==> src/fwrm_pkg.sv <==
// ----------------------------------------------------------------------------
// fwrm_pkg: shared definitions for the running-minimum fifo
// Widths, command and status codes, and the structs that pass between the
// top level and the storage cells.
// ----------------------------------------------------------------------------
`default_nettype none

package fwrm_pkg;

	// queue geometry
	localparam int DEPTH = 64;
	localparam int CNT_W = $clog2(DEPTH + 1);

	// field widths
	localparam int CMD_W   = 3;
	localparam int VAL_W   = 64;
	localparam int STAT_W  = 2;
	localparam int COUNT_W = 7;

	// command codes; unlisted codes behave as min
	typedef enum logic [CMD_W-1:0] {
		CMD_ENQUEUE = 3'd0,
		CMD_DEQUEUE = 3'd1,
		CMD_FRONT   = 3'd2,
		CMD_MIN     = 3'd3,
		CMD_SIZE    = 3'd4,
		CMD_CLEAR   = 3'd5
	} cmd_t;

	// result status codes
	typedef enum logic [STAT_W-1:0] {
		ST_OK    = 2'd0,
		ST_EMPTY = 2'd1,
		ST_FULL  = 2'd2
	} status_t;

	// per-cycle control broadcast to every cell
	typedef struct packed {
		logic                    enq;
		logic                    deq;
		logic                    clr;
		logic signed [VAL_W-1:0] x;
	} cell_ctrl_t;

	// contents of one cell as seen by its neighbor
	typedef struct packed {
		logic                    valid;
		logic signed [VAL_W-1:0] value;
		logic signed [VAL_W-1:0] smin;
	} cell_data_t;

endpackage

`default_nettype wire

==> src/fwrm_cell.sv <==
// ----------------------------------------------------------------------------
// fwrm_cell: one queue position
// Holds a value and the minimum from this entry to the newest. Takes a new
// value when it is the first free position, lowers its minimum when an
// enqueue brings a smaller value, and loads its upper neighbor on a dequeue.
// ----------------------------------------------------------------------------
`default_nettype none

module fwrm_cell (
	input  wire logic                 clk,
	input  wire logic                 arst_n,
	input  wire fwrm_pkg::cell_ctrl_t ctrl,
	input  wire logic                 prev_valid,
	input  wire fwrm_pkg::cell_data_t next_data,
	output fwrm_pkg::cell_data_t      data
);

	logic                              valid_q;
	logic signed [fwrm_pkg::VAL_W-1:0] value_q;
	logic signed [fwrm_pkg::VAL_W-1:0] smin_q;
	logic                              first_free;
	logic                              x_lower;

	// this cell is the next slot to fill
	assign first_free = prev_valid && !valid_q;
	assign x_lower    = ctrl.x < smin_q;

	// occupancy
	always_ff @(posedge clk or negedge arst_n) begin
		if (!arst_n) begin
			valid_q <= 1'b0;
		end else if (ctrl.clr) begin
			valid_q <= 1'b0;
		end else if (ctrl.deq) begin
			valid_q <= next_data.valid;
		end else if (ctrl.enq && first_free) begin
			valid_q <= 1'b1;
		end
	end

	// value and suffix minimum
	always_ff @(posedge clk) begin
		if (ctrl.deq) begin
			value_q <= next_data.value;
			smin_q  <= next_data.smin;
		end else if (ctrl.enq) begin
			if (first_free) begin
				value_q <= ctrl.x;
				smin_q  <= ctrl.x;
			end else if (valid_q && x_lower) begin
				smin_q <= ctrl.x;
			end
		end
	end

	assign data.valid = valid_q;
	assign data.value = value_q;
	assign data.smin  = smin_q;

endmodule

`default_nettype wire

==> config.mk <==
export PLATFORM = sky130hd
export DESIGN_NAME = fwrm_cell
export DESIGN_NICKNAME = d
export VERILOG_FILES = /design/src/fwrm_pkg.sv /design/src/fwrm_cell.sv
export SDC_FILE = /design/constraint.sdc
export NUM_CORES = 1
export LEC_CHECK = 0
export BUFFER_PORTS_ARGS = -buffer_cell sky130_fd_sc_hd__buf_2
export CORE_AREA = 2 2 129 131
export DETAILED_ROUTE_END_ITERATION = 10
export DIE_AREA = 0 0 131 133
export PLACE_DENSITY = 0.79
export SETUP_SLACK_MARGIN = 0.3
export SLEW_MARGIN = 20
export SYNTH_ARGS = -nofsm -noshare
export SYNTH_HDL_FRONTEND = slang
export SYNTH_SLANG_ARGS = --single-unit
==> constraint.sdc <==
create_clock -name clk -period 7.1 [get_ports clk]
set_input_delay 0.355 -clock clk [delete_from_list [all_inputs] [get_ports clk]]
set_output_delay 0.355 -clock clk [all_outputs]
set_load 0.02 [all_outputs]
==> results of run 1 <==
## through the flow
step	cell area, um^2	worst slack [ns]
6_report	9420	3.95
3_3_place_gp	8850	3.93
5_1_grt	9420	3.72
4_1_cts	9420	3.91
2_1_floorplan	6980	1.60
3_5_place_dp	8850	3.85
## layout make-up
class | instances | area share, %
Clock buffer | 19 | 4.60
Timing Repair Buffer | 332 | 17.8
Inverter | 69 | 2.75
Sequential cell | 129 | 41.1
Clock inverter | 13 | 1.28
Tap cell | 220 | 2.92
Multi-Input combinational cell | 486 | 29.5
## worst max-delay path, cell delays in order (launching register included)
cell and delay [ns]:
edfxtp_1 0.37, inv_1 0.07, ha_1 0.30, nand4_1 0.16, or4_1 0.59, nor2_1 0.15
nand4_1 0.14, o2111ai_1 0.29, nand2_4 0.55
## metal layers
layer / wire length [um] / vias to the layer above / track usage (%)
li1: - / 3032 / -
met1: 7710 / 2733 / 26.4
met2: 9610 / 262 / 38.4
met3: 1450 / 34 / 5.70
met4: 526 / 0 / 9.40
met5: 0 / - / 0
## logic make-up after synthesis
logic type      share of synthesized area, %
flops                                   55.4
buf+inv                                 4.95
compound gates                          5.11
simple gates                            23.2
fa+ha+maj                               11.3
## layout by cell type (no fill, tap or decap), drive strengths merged, types with 17 or more instances in the layout
cell type	count
nand2b	66
nand2	268
inv	69
clkbuf	19
a21oi	17
edfxtp	128
buf	331
ha	63
## how the worst max path moves through the flow
stage | cells past startpoint | from | slack [ns] | to
2_1_floorplan | 4 | ctrl[66] | 1.60 | smin_q[0]
3_3_place_gp | 8 | ctrl[61] | 3.93 | smin_q[25]
3_5_place_dp | 8 | ctrl[59] | 3.85 | smin_q[24]
4_1_cts | 8 | smin_q[41] | 3.91 | smin_q[21]
5_1_grt | 8 | smin_q[61] | 3.72 | smin_q[21]
6_report | 8 | smin_q[41] | 3.95 | smin_q[23]
## state kept, by name, summed over array words and instances (netlist names)
name and cells:
value_q 64, valid_q 1, smin_q 64
## power groups by stage
stage	Sequential [mW]	Combinational, mW	Clock, mW
after floorplan	1.07	0.177	0
after global placement	0.971	0.453	0
after detailed placement	0.974	0.462	0
after CTS	0.959	0.466	0.843
after global routing	0.967	0.515	0.873
final	0.959	0.460	0.830
==> impl_metrics.csv, run 1 <==
group,metric,value,unit
logic_synthesis,synthFlopType,"edfxtp_1",
clock_network,postCtsSetupRepairBufs,0,
min_path,hold_start,"ctrl[64]",
layout,nets,1297,
critical_path,cp_data_required_time,7.05,ns
place,io_buffer_count,327,
pwr,swShare,28.4,%
timing,setup_tns,0,ns
floorplan,die_area,0.0174,mm^2
place,place_congestion,0.826,
critical_path,start_kind,"flop",
logic_synthesis,ys_ff_latch,129,
grt,grt_max_degree,66,
clock_network,clkSinkCount,129,
layout,instances_no_fill,1268,
min_path,hp-class,"input pin to flop",
critical_path,worstPathMaxFanout,64,
detailed_routing,drt_wl_total,19300,um
timing,hold_violations,0,
logic_synthesis,syn_area_per_cell,9.88,um^2
pwr,ir_drop,0.000151,V
floorplan,io_pins,328,
pwr,p_sw,0.638,mW
critical_path,r2r_end,"smin_q[23]",
detailed_routing,via_per_inst,4.78,
layout,diodes,0,
detailed_routing,drc,0,
critical_path,crit_type,"flop to flop",
clock_network,clk_pin_slew,0.06,ns
logic_synthesis,synth_top_cell_by_area,"edfxtp_1",
grt,grt_pass1_vias,6065,
place,dp_hpwl,14800,um
logic_synthesis,synthArstFlopShare,0.775,%
logic_synthesis,synth_edf_count,128,
pwr,p_clk_share,36.9,%
clock_network,tritoncts,"built",
timing,rsz0062_at_grt,"false",
timing,finalMaxSlewViolations,0,
critical_path,r2r_cells,8,
timing,whs,0.0964,ns
grt,grt_overflow,0,
timing,timing.final.crit_share,44.4,%
logic_synthesis,yosys-top-cells-area,"edfxtp_1, nand2_1, ha_1",
critical_path,timing.rr.start,"smin_q[41]",
critical_path,r2r_slack,3.95,ns
floorplan,die_w,131,um
detailed_routing,vias,6061,
critical_path,worst_ep_arrival_time,3.10,ns
critical_path,cp-end-kind,"flop",
floorplan,rows,47,
logic_synthesis,yosysUniqueCellTypes,33,
pwr,finalPower,2.25,mW
clock_network,worstSkewPairLatency,0.42,ns
pwr,p_leak,4.89,nW
grt,antenna_found_initial,0,
timing,setup_viol,0,
clock_network,cts_hold_buf,1,
min_path,hold_depth,2,
detailed_routing,dr.pass1.iters,4,
pwr,power_density,239,mW/mm^2
pwr,power_frac_seq,42.6,%
layout,fin_util,58.2,%
grt,track_usage,22.4,%
clock_network,cts-buffers-inserted,17,
detailed_routing,post_drt_wl_per_cell,15.2,um
logic_synthesis,yosysWarnings,0,
logic_synthesis,seq_area_frac_synth,55.4,%
logic_synthesis,yosys.area.top_type_share,55.1,%
min_path,worstHoldEndpoint,"valid_q",
pwr,combinationalPowerShare,20.5,%
layout,fillers,1383,
logic_synthesis,yosysMostFrequentCell,"nand2_1",
floorplan,fp.dieH,133,um
clock_network,cts_root_buf,"clkbuf_16",
grt,grt_pass1_wl,29700,um
job,drv_cap,0,
layout,drive_gt1_share,34.6,%
logic_synthesis,syn_nets,968,
timing,fmaxAchievable,317,MHz
floorplan,core,0.0162,mm^2
detailed_routing,drtIter0Drc,314,
clock_network,clockBufferDepth,2,
timing,worst_clock_skew,0.0104,ns
logic_synthesis,syn-cell-area,0.00698,mm^2
logic_synthesis,syn_inst,706,
floorplan,initial_utilization,43.1,%
layout,area_growth,35.0,%
timing,finalCriticalPeriod,3.15,ns
place,dpl.cell_count,1235,
layout,regArea,0.00387,mm^2
timing,worst-slew-pin-transition,0.952,ns
logic_synthesis,ys_top_cells_by_count,"nand2_1, edfxtp_1, inv_1, nand2b_1, ha_1",
status,status,"finished clean",
pwr,p_int,1.61,mW
clock_network,cts_resized,0,
timing,slew_headroom,36.6,%
clock_network,htree_levels,4,
layout,multiInputGateArea,0.00278,mm^2
detailed_routing,ant_nets,0,
No activity file was read; power rests on OpenSTA's default activity.
==> run 2: changes to the inputs <==
==> constraint.sdc (replaced) <==
create_clock -name clk -period 3.2 [get_ports clk]
set_input_delay 0.16 -clock clk [delete_from_list [all_inputs] [get_ports clk]]
set_output_delay 0.16 -clock clk [all_outputs]
set_load 0.02 [all_outputs]
==> run 2 against run 1 <==
  * Utilization rose by 0.97 points
  * Count of clock-buffer cells in the layout increased by 1
  * Total power increased by 130%
  * Non-clock buffer count increased by 11
  * Clock power is 130% higher
  * Combinational power grew 130%
==> impl_metrics.csv, run 2 (synthesis results as in run 1) <==
group,metric,value,unit
critical_path,cp-end-kind,"flop",
layout,nets,1308,
layout,fillers,1367,
timing,hold_violations,0,
clock_network,clkSinkCount,129,
floorplan,core,0.0162,mm^2
floorplan,die_w,131,um
floorplan,fp.dieH,133,um
detailed_routing,dr.pass1.iters,4,
critical_path,cp_data_required_time,3.32,ns
detailed_routing,drtIter0Drc,416,
clock_network,cts_hold_buf,11,
layout,diodes,0,
critical_path,path_cells,"inv_1 > ha_1 > nand4_1 > or4_4 > nor2_1 > nand4_1 > o2111ai_1 > nand2_4 > buf_12",
floorplan,rows,47,
timing,fmaxAchievable,368,MHz
timing,setup_viol,0,
timing,worst_clock_skew,0.00801,ns
grt,grt_overflow,0,
critical_path,worst_ep_arrival_time,2.84,ns
layout,layout_common_cells,"buf_2, nand2_1, edfxtp_1",
grt,antenna_found_initial,0,
detailed_routing,drt_wl_total,19300,um
clock_network,tritoncts,"built",
place,dp_hpwl,14700,um
min_path,hp-class,"input pin to flop",
clock_network,htree_levels,4,
timing,timing.final.crit_share,84.9,%
grt,grt_pass1_vias,6004,
timing,finalCriticalPeriod,2.72,ns
timing,slew_headroom,37.1,%
clock_network,cts_root_buf,"clkbuf_16",
job,drv_cap,0,
clock_network,postCtsSetupRepairBufs,0,
clock_network,clk_pin_slew,0.06,ns
grt,grt_pass1_wl,29300,um
layout,final_common_cell,"buf_2",
pwr,p_leak,4.95,nW
pwr,power_density,534,mW/mm^2
timing,worst-slew-pin-transition,0.943,ns
timing,setup_tns,0,ns
grt,grt_max_degree,114,
timing,rsz0062_at_grt,"false",
timing,finalMaxSlewViolations,0,
detailed_routing,ant_nets,0,
layout,area_growth,37.2,%
detailed_routing,via_per_inst,4.75,
pwr,ir_drop,0.000320,V
critical_path,worstPathMaxFanout,64,
floorplan,die_area,0.0174,mm^2
detailed_routing,drc,0,
status,status,"finished clean",
place,place_ws,0.482,ns
clock_network,cts-buffers-inserted,17,
clock_network,clockBufferDepth,2,
critical_path,crit_type,"flop to flop",
floorplan,io_pins,328,
place,io_buffer_count,327,
layout,reg_top3,"smin_q (64), value_q (64), valid_q (1)",
timing,setup_slack,0.485,ns
layout,drive_gt1_share,34.3,%
place,place_congestion,0.799,
grt,track_usage,22.1,%
detailed_routing,post_drt_wl_per_cell,15.1,um
clock_network,cts_resized,0,
floorplan,initial_utilization,43.1,%
critical_path,start_kind,"flop",
critical_path,cp_common_cell,"nand4_1",
detailed_routing,vias,6074,
critical_path,critPathMaxStageDelay,0.61,ns
clock_network,worstSkewPairLatency,0.41,ns
critical_path,crit_slowest_cell,"or4_4",
run 2: cell count changes in the layout (fill, tap and decap cells not counted), sizes merged:
cell | previous run | this run
buf | 331 | 332
clkinv | 9 | 5
clkinvlp | 2 | 4
clkbuf | 19 | 20
bufinv | 2 | 3
dlygate4sd3 | 1 | 11
run 2: where the power goes:
| group | switching [mW] | internal [mW] | leakage (nW) |
|---|---|---|---|
| Sequential | 0.0613 | 2.06 | 1.31 |
| Combinational | 0.646 | 0.395 | 3.37 |
| Clock | 0.730 | 1.21 | 0.269 |
| Total | 1.44 | 3.67 | 4.95 |
run 2: path summary, 6_finish.rpt:
| kind | from | to | slack (ns) | depth (start not counted) |
|---|---|---|---|---|
| hold / removal | next_data[4] | smin_q[4] | 0.02 | 3 |
| max in group asynchronous | arst_n | valid_q | 3.05 | 2 |
| hold reg to reg | valid_q | value_q[1] | 0.81 | 1 |
| setup / recovery | smin_q[59] | smin_q[28] | 0.48 | 9 |
| min in group asynchronous | arst_n | valid_q | 0.06 | 2 |
| setup reg to reg | smin_q[59] | smin_q[28] | 0.48 | 9 |
run 2: through the flow:
step | cell area, um^2 | hold slack (ns) | utilization, % | power, mW | std cells
2_1_floorplan | 7000 | -0.136 | - | 2.76 | 706
3_3_place_gp | 8870 | -0.0495 | 54.8 | 3.16 | 1235
3_5_place_dp | 8870 | -0.0497 | 54.8 | 3.19 | 1235
4_1_cts | 9560 | 0.0000282 | 59.1 | 5.15 | 1278
5_1_grt | 9580 | 0.000915 | 59.2 | 5.33 | 1279
6_report | 9580 | 0.0189 | 59.2 | 5.11 | 1279
run 2: routing by layer:
metal  vias up  track usage, %  routed length, um
met4         0            8.33                516
met3        44            6.15               1280
li1       3057               -                  -
met2       239            38.7               9710
met1      2734            25.2               7820
met5         -               0                  0
run 2: final cells by class:
type,count,area (um^2),area share (%)
clock buffer,20,437,4.56
clock inverter,12,141,1.48
inverter,69,259,2.70
multi-input combinational,486,2780,29.1
sequential,129,3870,40.4
tap,220,275,2.87
timing repair buffer,343,1810,18.9
run 2: worst max-delay path, delay by kind of cell (launching register included):
kind	cells	cell delay (ns)
flip-flops	1	0.36
AND/OR/NAND/NOR	5	1.15
buffers and inverters	2	0.28
AO/OA/AOI/OAI	1	0.30
adder cells (fa/ha/maj)	1	0.29
